File: config.mk
export PLATFORM = sky130hd
export DESIGN_NAME = multi_server_job_dispatcher
export DESIGN_NICKNAME = d
export VERILOG_FILES = /design/src/hdl/msjd_pkg.sv /design/src/hdl/msjd_front.sv /design/src/hdl/msjd_back.sv /design/src/hdl/multi_server_job_dispatcher.sv
export SDC_FILE = /design/constraint.sdc
export NUM_CORES = 2
export LEC_CHECK = 0
export BUFFER_PORTS_ARGS = -buffer_cell sky130_fd_sc_hd__buf_2
export CAP_MARGIN = 20
export CORE_MARGIN = 4
export CORE_UTILIZATION = 40
export CTS_CLUSTER_DIAMETER = 100
export DETAILED_ROUTE_END_ITERATION = 8
export GPL_ROUTABILITY_DRIVEN = 0
export PLACE_DENSITY = 0.51
export SLEW_MARGIN = 15
export SYNTH_ARGS = -nofsm -noshare
export SYNTH_HDL_FRONTEND = slang
export SYNTH_SLANG_ARGS = --single-unit
File: constraint.sdc
create_clock -name clk -period 8.8 [get_ports clk]
set_clock_uncertainty 0.1 [all_clocks]
set_input_delay 1.32 -clock clk [delete_from_list [all_inputs] [get_ports clk]]
set_output_delay 1.32 -clock clk [all_outputs]
set_load 0.005 [all_outputs]
File: src/hdl/msjd_pkg.sv
// Shared types, widths, codes and reset values for the multi-server job dispatcher.
// No dependencies; every other file of the block depends on this package.
`default_nettype none

package msjd_pkg;

  // Default sizing, handed to the top level parameters.
  localparam int MAX_JOBS_DEF    = 64;
  localparam int NUM_SERVERS_DEF = 3;

  // Field widths.
  localparam int OP_W      = 2;
  localparam int TAG_W     = 16;
  localparam int SIZE_W    = 20;
  localparam int RATE_W    = 16;
  localparam int CFG_IDX_W = 2;
  localparam int SIDX_W    = 2;

  // Command codes on the input channel.
  localparam logic [OP_W-1:0] OP_LOAD  = 2'd0;
  localparam logic [OP_W-1:0] OP_TICK  = 2'd1;
  localparam logic [OP_W-1:0] OP_CLEAR = 2'd2;

  // Configuration register indexes.
  localparam logic [CFG_IDX_W-1:0] REG_RATE0 = 2'd0;
  localparam logic [CFG_IDX_W-1:0] REG_RATE1 = 2'd1;
  localparam logic [CFG_IDX_W-1:0] REG_RATE2 = 2'd2;
  localparam logic [CFG_IDX_W-1:0] REG_MODE  = 2'd3;

  // Configuration reset values.
  localparam logic [RATE_W-1:0] RATE0_RST = 16'd300;
  localparam logic [RATE_W-1:0] RATE1_RST = 16'd400;
  localparam logic [RATE_W-1:0] RATE2_RST = 16'd500;

  // Command queue between the front and the back.
  localparam int QUEUE_DEPTH = 2;
  localparam int QPTR_W      = $clog2(QUEUE_DEPTH);
  localparam int QCNT_W      = $clog2(QUEUE_DEPTH + 1);

  // One queued command.
  typedef struct packed {
    logic [OP_W-1:0]   op;
    logic [TAG_W-1:0]  tag;
    logic [SIZE_W-1:0] size;
  } cmd_t;

  // Configuration seen by the back end.
  typedef struct packed {
    logic [RATE_W-1:0] rate0;
    logic [RATE_W-1:0] rate1;
    logic [RATE_W-1:0] rate2;
    logic              sjf;
  } cfg_t;

endpackage

`default_nettype wire

File: src/hdl/msjd_front.sv
// Front end of the dispatcher: accepts commands, drops unused codes and queues the rest.
// Depends on msjd_pkg.
`default_nettype none

module msjd_front (
  input  wire                       clk,
  input  wire                       rst_n,
  input  wire                       start,
  output logic                      busy,
  input  wire  [msjd_pkg::OP_W-1:0]   in_op,
  input  wire  [msjd_pkg::TAG_W-1:0]  in_job_tag,
  input  wire  [msjd_pkg::SIZE_W-1:0] in_job_size,
  output logic                      cmd_valid,
  output msjd_pkg::cmd_t            cmd,
  input  wire                       cmd_pop
);
  import msjd_pkg::*;

  cmd_t              q_r [QUEUE_DEPTH];
  logic [QPTR_W-1:0] wr_ptr_r, wr_ptr_nxt;
  logic [QPTR_W-1:0] rd_ptr_r, rd_ptr_nxt;
  logic [QCNT_W-1:0] cnt_r, cnt_nxt;
  logic              accept;
  logic              known_op;
  logic              push;

  // A transfer needs start and a queue with room; unused codes are dropped here.
  assign busy      = (cnt_r == QCNT_W'(QUEUE_DEPTH));
  assign accept    = start && !busy;
  assign known_op  = (in_op == OP_LOAD) || (in_op == OP_TICK) || (in_op == OP_CLEAR);
  assign push      = accept && known_op;
  assign cmd_valid = (cnt_r != '0);
  assign cmd       = q_r[rd_ptr_r];

  // Queue pointers and fill count.
  always_comb begin
    wr_ptr_nxt = wr_ptr_r;
    rd_ptr_nxt = rd_ptr_r;
    cnt_nxt    = cnt_r;
    if (push) begin
      wr_ptr_nxt = wr_ptr_r + 1'b1;
    end
    if (cmd_pop) begin
      rd_ptr_nxt = rd_ptr_r + 1'b1;
    end
    if (push && !cmd_pop) begin
      cnt_nxt = cnt_r + 1'b1;
    end else if (!push && cmd_pop) begin
      cnt_nxt = cnt_r - 1'b1;
    end
  end

  always_ff @(posedge clk) begin
    if (!rst_n) begin
      wr_ptr_r <= '0;
      rd_ptr_r <= '0;
      cnt_r    <= '0;
    end else begin
      wr_ptr_r <= wr_ptr_nxt;
      rd_ptr_r <= rd_ptr_nxt;
      cnt_r    <= cnt_nxt;
    end
  end

  // Queue payload needs no reset.
  always_ff @(posedge clk) begin
    if (push) begin
      q_r[wr_ptr_r] <= '{op: in_op, tag: in_job_tag, size: in_job_size};
    end
  end

endmodule

`default_nettype wire

File: src/hdl/msjd_back.sv
// Back end of the dispatcher: job store, per-server state and the pick sequencer.
// Depends on msjd_pkg; fed by msjd_front through the command queue.
`default_nettype none

module msjd_back #(
  parameter int MAX_JOBS    = msjd_pkg::MAX_JOBS_DEF,
  parameter int NUM_SERVERS = msjd_pkg::NUM_SERVERS_DEF
) (
  input  wire                         clk,
  input  wire                         rst_n,
  input  wire  msjd_pkg::cfg_t        cfg,
  input  wire                         cmd_valid,
  input  wire  msjd_pkg::cmd_t        cmd,
  output logic                        cmd_pop,
  output logic                        out_valid,
  output logic [msjd_pkg::SIDX_W-1:0] out_server_index,
  output logic                        out_busy_res,
  output logic [msjd_pkg::TAG_W-1:0]  out_current_tag,
  output logic [msjd_pkg::RATE_W-1:0] out_done_amount,
  output logic                        out_last
);
  import msjd_pkg::*;

  localparam int IDX_W = $clog2(MAX_JOBS);
  localparam int CNT_W = $clog2(MAX_JOBS + 1);
  localparam int SRV_W = (NUM_SERVERS > 1) ? $clog2(NUM_SERVERS) : 1;
  localparam logic [CNT_W-1:0] CNT_MAX  = CNT_W'(MAX_JOBS);
  localparam logic [SRV_W-1:0] SRV_LAST = SRV_W'(NUM_SERVERS - 1);

  // Sequencer states.
  localparam logic [2:0] ST_IDLE   = 3'd0;
  localparam logic [2:0] ST_SERVER = 3'd1;
  localparam logic [2:0] ST_FREQ   = 3'd2;
  localparam logic [2:0] ST_FCHK   = 3'd3;
  localparam logic [2:0] ST_SSCAN  = 3'd4;

  // Job store.
  logic [TAG_W-1:0]  tag_mem   [MAX_JOBS];
  logic [SIZE_W-1:0] size_mem  [MAX_JOBS];
  logic              taken_mem [MAX_JOBS];
  logic [TAG_W-1:0]  rd_tag_r;
  logic [SIZE_W-1:0] rd_size_r;
  logic              rd_taken_r;

  // Control state.
  logic [2:0]       state_r, state_nxt;
  logic [SRV_W-1:0] srv_r, srv_nxt;
  logic [CNT_W-1:0] job_cnt_r, job_cnt_nxt;
  logic [CNT_W-1:0] fifo_ptr_r, fifo_ptr_nxt;
  logic [CNT_W-1:0] scan_idx_r, scan_idx_nxt;
  logic             rd_vld_r, rd_vld_nxt;
  logic [CNT_W-1:0] rd_idx_r, rd_idx_nxt;
  logic             best_vld_r, best_vld_nxt;
  logic [IDX_W-1:0] best_idx_r, best_idx_nxt;
  logic [SIZE_W-1:0] best_size_r, best_size_nxt;
  logic [TAG_W-1:0]  best_tag_r, best_tag_nxt;

  // Per-server state.
  logic [SIZE_W-1:0] rem_r [NUM_SERVERS];
  logic [SIZE_W-1:0] rem_nxt [NUM_SERVERS];
  logic [TAG_W-1:0]  tag_r [NUM_SERVERS];
  logic [TAG_W-1:0]  tag_nxt [NUM_SERVERS];
  logic              act_r [NUM_SERVERS];
  logic              act_nxt [NUM_SERVERS];

  // Result register.
  logic              out_valid_r, out_valid_nxt;
  logic [SIDX_W-1:0] out_sidx_r, out_sidx_nxt;
  logic              out_busy_r, out_busy_nxt;
  logic [TAG_W-1:0]  out_tag_r, out_tag_nxt;
  logic [RATE_W-1:0] out_done_r, out_done_nxt;
  logic              out_last_r, out_last_nxt;

  // Memory controls.
  logic             load_we;
  logic             taken_we;
  logic [IDX_W-1:0] taken_wa;
  logic             taken_wd;
  logic [IDX_W-1:0] rd_addr;

  // Server finish path: one result per server.
  logic              fin_go;
  logic              fin_act;
  logic [TAG_W-1:0]  fin_tag;
  logic [SIZE_W-1:0] fin_rem;
  logic [RATE_W-1:0] rate_raw;
  logic [RATE_W-1:0] rate_eff;
  logic [SIZE_W-1:0] done_amt;

  // Rate of the current server; a zero rate acts as one.
  always_comb begin
    if (srv_r == '0) begin
      rate_raw = cfg.rate0;
    end else if (srv_r == SRV_W'(1)) begin
      rate_raw = cfg.rate1;
    end else begin
      rate_raw = cfg.rate2;
    end
    rate_eff = (rate_raw == '0) ? RATE_W'(1) : rate_raw;
    done_amt = (fin_rem < SIZE_W'(rate_eff)) ? fin_rem : SIZE_W'(rate_eff);
  end

  // Sequencer: executes one queued command, stepping through the servers on a tick.
  always_comb begin
    state_nxt     = state_r;
    srv_nxt       = srv_r;
    job_cnt_nxt   = job_cnt_r;
    fifo_ptr_nxt  = fifo_ptr_r;
    scan_idx_nxt  = scan_idx_r;
    rd_vld_nxt    = 1'b0;
    rd_idx_nxt    = rd_idx_r;
    best_vld_nxt  = best_vld_r;
    best_idx_nxt  = best_idx_r;
    best_size_nxt = best_size_r;
    best_tag_nxt  = best_tag_r;
    rem_nxt       = rem_r;
    tag_nxt       = tag_r;
    act_nxt       = act_r;
    out_valid_nxt = 1'b0;
    out_sidx_nxt  = out_sidx_r;
    out_busy_nxt  = out_busy_r;
    out_tag_nxt   = out_tag_r;
    out_done_nxt  = out_done_r;
    out_last_nxt  = out_last_r;
    cmd_pop       = 1'b0;
    load_we       = 1'b0;
    taken_we      = 1'b0;
    taken_wa      = job_cnt_r[IDX_W-1:0];
    taken_wd      = 1'b0;
    rd_addr       = fifo_ptr_r[IDX_W-1:0];
    fin_go        = 1'b0;
    fin_act       = 1'b0;
    fin_tag       = '0;
    fin_rem       = '0;

    case (state_r)
      ST_IDLE: begin
        if (cmd_valid) begin
          cmd_pop = 1'b1;
          case (cmd.op)
            OP_LOAD: begin
              // A load into a full store is dropped.
              if (job_cnt_r < CNT_MAX) begin
                load_we     = 1'b1;
                taken_we    = 1'b1;
                taken_wa    = job_cnt_r[IDX_W-1:0];
                taken_wd    = 1'b0;
                job_cnt_nxt = job_cnt_r + 1'b1;
              end
            end
            OP_TICK: begin
              srv_nxt   = '0;
              state_nxt = ST_SERVER;
            end
            OP_CLEAR: begin
              job_cnt_nxt  = '0;
              fifo_ptr_nxt = '0;
              for (int s = 0; s < NUM_SERVERS; s++) begin
                rem_nxt[s] = '0;
                tag_nxt[s] = '0;
                act_nxt[s] = 1'b0;
              end
            end
            default: begin
            end
          endcase
        end
      end

      ST_SERVER: begin
        if (rem_r[srv_r] != '0) begin
          // Job still running.
          fin_go  = 1'b1;
          fin_act = 1'b1;
          fin_tag = tag_r[srv_r];
          fin_rem = rem_r[srv_r];
        end else if (!cfg.sjf) begin
          state_nxt = ST_FREQ;
        end else begin
          scan_idx_nxt = '0;
          best_vld_nxt = 1'b0;
          state_nxt    = ST_SSCAN;
        end
      end

      ST_FREQ: begin
        // The FCFS pointer is a lower bound on the oldest untaken slot.
        if (fifo_ptr_r < job_cnt_r) begin
          rd_addr   = fifo_ptr_r[IDX_W-1:0];
          state_nxt = ST_FCHK;
        end else begin
          fin_go = 1'b1;
        end
      end

      ST_FCHK: begin
        if (rd_taken_r) begin
          fifo_ptr_nxt = fifo_ptr_r + 1'b1;
          state_nxt    = ST_FREQ;
        end else begin
          taken_we = 1'b1;
          taken_wa = fifo_ptr_r[IDX_W-1:0];
          taken_wd = 1'b1;
          fin_go   = 1'b1;
          fin_act  = 1'b1;
          fin_tag  = rd_tag_r;
          fin_rem  = rd_size_r;
        end
      end

      ST_SSCAN: begin
        // Compare the entry read last cycle; strict less keeps the earlier load on ties.
        if (rd_vld_r && !rd_taken_r && (!best_vld_r || rd_size_r < best_size_r)) begin
          best_vld_nxt  = 1'b1;
          best_idx_nxt  = rd_idx_r[IDX_W-1:0];
          best_size_nxt = rd_size_r;
          best_tag_nxt  = rd_tag_r;
        end
        if (scan_idx_r < job_cnt_r) begin
          rd_addr      = scan_idx_r[IDX_W-1:0];
          rd_vld_nxt   = 1'b1;
          rd_idx_nxt   = scan_idx_r;
          scan_idx_nxt = scan_idx_r + 1'b1;
        end else if (!rd_vld_r) begin
          // Scan drained: take the smallest job, if any.
          fin_go = 1'b1;
          if (best_vld_r) begin
            taken_we = 1'b1;
            taken_wa = best_idx_r;
            taken_wd = 1'b1;
            fin_act  = 1'b1;
            fin_tag  = best_tag_r;
            fin_rem  = best_size_r;
          end
        end
      end

      default: begin
        state_nxt = ST_IDLE;
      end
    endcase

    // Report the current server and move to the next one.
    if (fin_go) begin
      rem_nxt[srv_r] = fin_act ? (fin_rem - done_amt) : '0;
      tag_nxt[srv_r] = fin_act ? fin_tag : '0;
      act_nxt[srv_r] = fin_act;
      out_valid_nxt  = 1'b1;
      out_sidx_nxt   = SIDX_W'(srv_r);
      out_busy_nxt   = fin_act;
      out_tag_nxt    = fin_act ? fin_tag : '0;
      out_done_nxt   = fin_act ? done_amt[RATE_W-1:0] : '0;
      out_last_nxt   = (srv_r == SRV_LAST);
      if (srv_r == SRV_LAST) begin
        state_nxt = ST_IDLE;
      end else begin
        srv_nxt   = srv_r + 1'b1;
        state_nxt = ST_SERVER;
      end
    end
  end

  // Control and server state.
  always_ff @(posedge clk) begin
    if (!rst_n) begin
      state_r     <= ST_IDLE;
      srv_r       <= '0;
      job_cnt_r   <= '0;
      fifo_ptr_r  <= '0;
      scan_idx_r  <= '0;
      rd_vld_r    <= 1'b0;
      best_vld_r  <= 1'b0;
      out_valid_r <= 1'b0;
      for (int s = 0; s < NUM_SERVERS; s++) begin
        rem_r[s] <= '0;
        tag_r[s] <= '0;
        act_r[s] <= 1'b0;
      end
    end else begin
      state_r     <= state_nxt;
      srv_r       <= srv_nxt;
      job_cnt_r   <= job_cnt_nxt;
      fifo_ptr_r  <= fifo_ptr_nxt;
      scan_idx_r  <= scan_idx_nxt;
      rd_vld_r    <= rd_vld_nxt;
      best_vld_r  <= best_vld_nxt;
      out_valid_r <= out_valid_nxt;
      rem_r       <= rem_nxt;
      tag_r       <= tag_nxt;
      act_r       <= act_nxt;
    end
  end

  // Payload registers.
  always_ff @(posedge clk) begin
    rd_idx_r    <= rd_idx_nxt;
    best_idx_r  <= best_idx_nxt;
    best_size_r <= best_size_nxt;
    best_tag_r  <= best_tag_nxt;
    out_sidx_r  <= out_sidx_nxt;
    out_busy_r  <= out_busy_nxt;
    out_tag_r   <= out_tag_nxt;
    out_done_r  <= out_done_nxt;
    out_last_r  <= out_last_nxt;
  end

  // Job store memories with registered reads.
  always_ff @(posedge clk) begin
    if (load_we) begin
      tag_mem[job_cnt_r[IDX_W-1:0]]  <= cmd.tag;
      size_mem[job_cnt_r[IDX_W-1:0]] <= cmd.size;
    end
    if (taken_we) begin
      taken_mem[taken_wa] <= taken_wd;
    end
    rd_tag_r   <= tag_mem[rd_addr];
    rd_size_r  <= size_mem[rd_addr];
    rd_taken_r <= taken_mem[rd_addr];
  end

  assign out_valid        = out_valid_r;
  assign out_server_index = out_sidx_r;
  assign out_busy_res     = out_busy_r;
  assign out_current_tag  = out_tag_r;
  assign out_done_amount  = out_done_r;
  assign out_last         = out_last_r;

endmodule

`default_nettype wire

File: src/hdl/multi_server_job_dispatcher.sv
// Top level: configuration registers, a two-command front queue and the execution back end.
// Flow: the front queues each command; the back pops one only when idle, and a tick then
//   steps the servers in order. A server with a running job reports it; else a FCFS pick
//   walks the store from the FCFS pointer past taken slots, and a SJF pick scans it all.
// Results cannot be stalled; a new command waits until a tick has reported every server.
// Reset: synchronous active-low; store empty, servers idle, rates 300/400/500, FCFS mode.
`default_nettype none

module multi_server_job_dispatcher #(
  parameter int MAX_JOBS    = msjd_pkg::MAX_JOBS_DEF,
  parameter int NUM_SERVERS = msjd_pkg::NUM_SERVERS_DEF
) (
  input  wire                            clk,
  input  wire                            rst_n,
  input  wire                            start,
  output logic                           busy,
  input  wire  [msjd_pkg::OP_W-1:0]      in_op,
  input  wire  [msjd_pkg::TAG_W-1:0]     in_job_tag,
  input  wire  [msjd_pkg::SIZE_W-1:0]    in_job_size,
  output logic                           out_valid,
  output logic [msjd_pkg::SIDX_W-1:0]    out_server_index,
  output logic                           out_busy_res,
  output logic [msjd_pkg::TAG_W-1:0]     out_current_tag,
  output logic [msjd_pkg::RATE_W-1:0]    out_done_amount,
  output logic                           out_last,
  input  wire                            cfg_valid,
  output logic                           cfg_ready,
  input  wire  [msjd_pkg::CFG_IDX_W-1:0] cfg_index,
  input  wire  [msjd_pkg::RATE_W-1:0]    cfg_data
);
  import msjd_pkg::*;

  cfg_t cfg_r, cfg_nxt;
  cmd_t cmd;
  logic cmd_valid;
  logic cmd_pop;

  // Configuration writes are always taken.
  assign cfg_ready = 1'b1;

  always_comb begin
    cfg_nxt = cfg_r;
    if (cfg_valid) begin
      case (cfg_index)
        REG_RATE0: cfg_nxt.rate0 = cfg_data;
        REG_RATE1: cfg_nxt.rate1 = cfg_data;
        REG_RATE2: cfg_nxt.rate2 = cfg_data;
        REG_MODE:  cfg_nxt.sjf   = cfg_data[0];
        default: begin
        end
      endcase
    end
  end

  always_ff @(posedge clk) begin
    if (!rst_n) begin
      cfg_r <= '{rate0: RATE0_RST, rate1: RATE1_RST, rate2: RATE2_RST, sjf: 1'b0};
    end else begin
      cfg_r <= cfg_nxt;
    end
  end

  // Command intake and queue.
  msjd_front u_front (
    .clk         (clk),
    .rst_n       (rst_n),
    .start       (start),
    .busy        (busy),
    .in_op       (in_op),
    .in_job_tag  (in_job_tag),
    .in_job_size (in_job_size),
    .cmd_valid   (cmd_valid),
    .cmd         (cmd),
    .cmd_pop     (cmd_pop)
  );

  // Job store, servers and pick sequencer.
  msjd_back #(
    .MAX_JOBS    (MAX_JOBS),
    .NUM_SERVERS (NUM_SERVERS)
  ) u_back (
    .clk              (clk),
    .rst_n            (rst_n),
    .cfg              (cfg_r),
    .cmd_valid        (cmd_valid),
    .cmd              (cmd),
    .cmd_pop          (cmd_pop),
    .out_valid        (out_valid),
    .out_server_index (out_server_index),
    .out_busy_res     (out_busy_res),
    .out_current_tag  (out_current_tag),
    .out_done_amount  (out_done_amount),
    .out_last         (out_last)
  );

endmodule

`default_nettype wire

==> reports/metrics.yaml <==
setup_ws_ns: 0.833
seq_area_um2: 80500
grt_overflow: 0
die_w_um: 528
cts_inserted_buffers: 310
ys_types: 79
fmax_mhz: 126
ios: 99
clock-sinks: 2756
leakage_nw: 47.2
clkPwrFrac_pct: 38.0
setup_viol: 0
arrival_ns: 8.72
cts_hold_buf: 0
drv_slew: 0
place_area_um2: 114000
cts_tree: "built"
finalPower_mw: 32.1
wl_per_cell_um: 29.4
pwr-share-comb_pct: 13.6
syn-cell-area_um2: 108000
async_flop_share_pct: 0
power.density_nw_per_um2: 260
clk_latency_ns: 0.93
yosys_most_used_dff: "edfxtp_1"
route.detailed.drc: 0
dp_hpwl_um: 177000
pre_cts_ws_ns: 1.01
io_buffers: 97
grt_pass1_wl_um: 439000
drv_cap: 0
ctsHtreeMaxLevel: 5
cts_resized: 0
die_h_um: 528
whs_ns: 0.325
ant_nets: 0
r2r-start: "u_back.job_cnt_r[2]"
vias_per_cell: 5.72
coreArea_um2: 269000
postCtsSetupBuffers: 0
timing.final.crit_share_pct: 90.5
antenna_found_initial: 21
stdcell_count: 10600
track_usage_pct: 21.7
p_sw_mw: 8.17
syn2layout_area_growth_pct: 14.2
wirelength_um: 310000
critPathCaptureType: "flip-flop"
finalInstanceArea_um2: 124000
clk_pin_slew_ns: 0.06
final_core_util_pct: 46.0
place_inst: 10000
seq_area_frac_synth_pct: 74.4
multi_input_area_um2: 26300
finalHoldViolations: 0
hold_start: "u_back.rd_idx_r[5]"
dieArea_um2: 279000
outcome: "finished clean"
drive_gt1_share_pct: 13.3
p_int_mw: 23.9
yosysWarnings: 0
grt_start_max_net_pins: 108
critPathMaxFanout: 16
clk_path_buf_depth: 4
finalSetupTns_ns: 0
final_nets: 6892
synth.avg_cell_area_um2: 16.6
cp_data_required_time_ns: 9.56
crit_top_cell: "o21ai_0"
p_sw_share_pct: 25.4
hp-class: "flip-flop to flip-flop"
start_util_pct: 40.3
firstDrtPassIters: 6
grt_setup_unrepaired: "false"
final.min_clock_period_ns: 7.97
synth_nets: 6624
vias: 60400
vdd_drop_max_uv: 198
synthCells: 6497
drtIter0Drc: 6519
seqPwrFrac_pct: 48.4
start_kind: "flip-flop"
worst_pin_slew_ns: 1.23
maxSlewHeadroom_pct: 16.9
rows: 190
criticalPathCategory: "flip-flop to flip-flop"
cp_slowest_cell: "fa_1"
ctsRootBufferMaster: "clkbuf_16"
ys_seq_elements: 2756
critical_path.max_stage_delay_ns: 0.48
grt_pass1_vias: 59100
synth_edf_count: 2528
n_fill_cell: 23000
startpoint: "u_back.job_cnt_r[2]"
## layer usage
layer,track usage (%),wire [µm],up-vias
met3,3.43,19800,370
li1,-,-,26500
met2,34.6,145000,1964
met4,4.53,5340,0
met5,0,0,-
met1,31.5,140000,31500
## flip-flops by register name, summed over array words and instances, names as in the netlist, 3 cells and up, named ones only
| name | flops |
|---|---|
| u_back.size_mem | 1280 |
| u_back.rd_tag_r | 16 |
| u_back.scan_idx_r | 7 |
| u_back.state_r | 3 |
| u_back.best_idx_r | 6 |
| u_back.rd_size_r | 20 |
| u_back.tag_mem | 1024 |
| u_back.out_current_tag | 16 |
| u_back.taken_mem | 64 |
| u_front.q_r | 76 |
| u_back.out_done_amount | 16 |
| cfg_r | 49 |
| u_back.tag_r | 48 |
| u_back.best_size_r | 20 |
| u_back.best_tag_r | 16 |
| u_back.rem_r | 60 |
| u_back.fifo_ptr_r | 7 |
| u_back.job_cnt_r | 7 |
| u_back.rd_idx_r | 6 |
## cells in the mapped netlist (7+ instances only)
cell type | instances | area (µm²)
edfxtp_1 | 2528 | 75900
mux2i_1 | 1245 | 12500
o22ai_1 | 596 | 3730
nor2_1 | 244 | 916
dfxtp_1 | 228 | 4560
nand2_1 | 199 | 747
clkbuf_1 | 163 | 612
buf_2 | 143 | 716
o41ai_1 | 113 | 990
nand3_1 | 108 | 541
inv_1 | 71 | 267
ha_1 | 66 | 826
mux2_2 | 59 | 664
and3_1 | 57 | 357
buf_4 | 56 | 420
o21a_1 | 55 | 413
a21oi_1 | 52 | 260
o21ai_0 | 48 | 240
a21boi_0 | 43 | 323
nor4_1 | 41 | 257
o2111ai_1 | 39 | 342
o21ai_1 | 31 | 155
a21o_1 | 25 | 188
buf_1 | 20 | 75.1
xnor2_1 | 18 | 158
a22o_1 | 17 | 149
a21boi_1 | 16 | 120
and2_1 | 16 | 100
o2bb2ai_1 | 16 | 140
nand4_1 | 15 | 93.8
a222oi_1 | 14 | 140
xor2_1 | 14 | 123
nor2b_1 | 13 | 81.3
nand2b_1 | 10 | 62.6
nor3_1 | 10 | 50.1
o31ai_1 | 10 | 75.1
or3_1 | 9 | 56.3
a211oi_1 | 7 | 52.6
mux2_4 | 7 | 105
## cell type report
type	instances	area share, %
well taps	3552	3.60
flip-flops and latches	2756	65.1
diodes	6	0.0122
repair buffers	343	2.12
clock buffers	418	6.84
clock inverters	122	0.818
inverters	73	0.222
multi-input cells	3281	21.3
## cell usage in the layout (no fill, tap or decap), types with 15 or more instances in the layout
| cell type | n |
|---|---|
| a21o_1 | 25 |
| o21ai_1 | 31 |
| inv_1 | 71 |
| o2bb2ai_1 | 16 |
| and2_1 | 15 |
| a22o_1 | 17 |
| xnor2_1 | 18 |
| o22ai_1 | 596 |
| mux2i_1 | 1245 |
| and3_1 | 57 |
| edfxtp_1 | 2528 |
| clkinv_2 | 43 |
| ha_1 | 66 |
| a21boi_0 | 42 |
| dfxtp_1 | 225 |
| nand2_1 | 190 |
| o21ai_0 | 47 |
| nand4_1 | 15 |
| o41ai_1 | 104 |
| bufinv_16 | 16 |
| mux2_2 | 54 |
| nor2_1 | 179 |
| clkbuf_16 | 317 |
| buf_4 | 216 |
| a21oi_1 | 52 |
| a21boi_1 | 17 |
| o21a_1 | 55 |
| clkbuf_1 | 87 |
| nand3_1 | 108 |
| clkinv_1 | 51 |
| nor2_4 | 65 |
| buf_12 | 24 |
| o2111ai_1 | 39 |
| nor4_1 | 41 |
| buf_2 | 102 |
## critical path, delay by kind of cell (launching register included)
family                   cells  cell delay (ns)
buffers and inverters        3             0.53
XOR/XNOR                     1             0.19
AO/OA/AOI/OAI               18             4.31
multiplexers                 1             0.38
adder cells (fa/ha/maj)      4             1.42
flip-flops                   1             0.42
AND/OR/NAND/NOR              2             0.54
## logic make-up after synthesis
family          after synthesis  synth area share (%)
simple gates                745                  3.20
flops                      2756                  74.4
other cells                   1               0.00347
buf+inv                     460                  1.99
mux                        1311                  12.2
fa+ha+maj                    67                 0.782
compound gates             1125                  7.13
xor+xnor                     32                 0.259
## worst paths after layout
check,to,cells past startpoint,slack (ns)
setup / recovery,u_back.rem_r[36],29,0.83
hold reg to reg,u_back.best_idx_r[5],0,0.32
hold / removal,u_back.best_idx_r[5],0,0.32
setup reg to reg,u_back.rem_r[36],29,0.83
## power groups by stage
stage	registers (mW)	clock network [mW]	logic, mW
global placement	15.8	0	4.30
CTS	15.5	12.5	4.38
global route	15.6	13.0	4.65
floorplan	15.7	0	2.92
finish	15.5	12.2	4.36
detailed placement	15.8	0	4.37
Note: power is estimated with default switching activity, not from simulation.
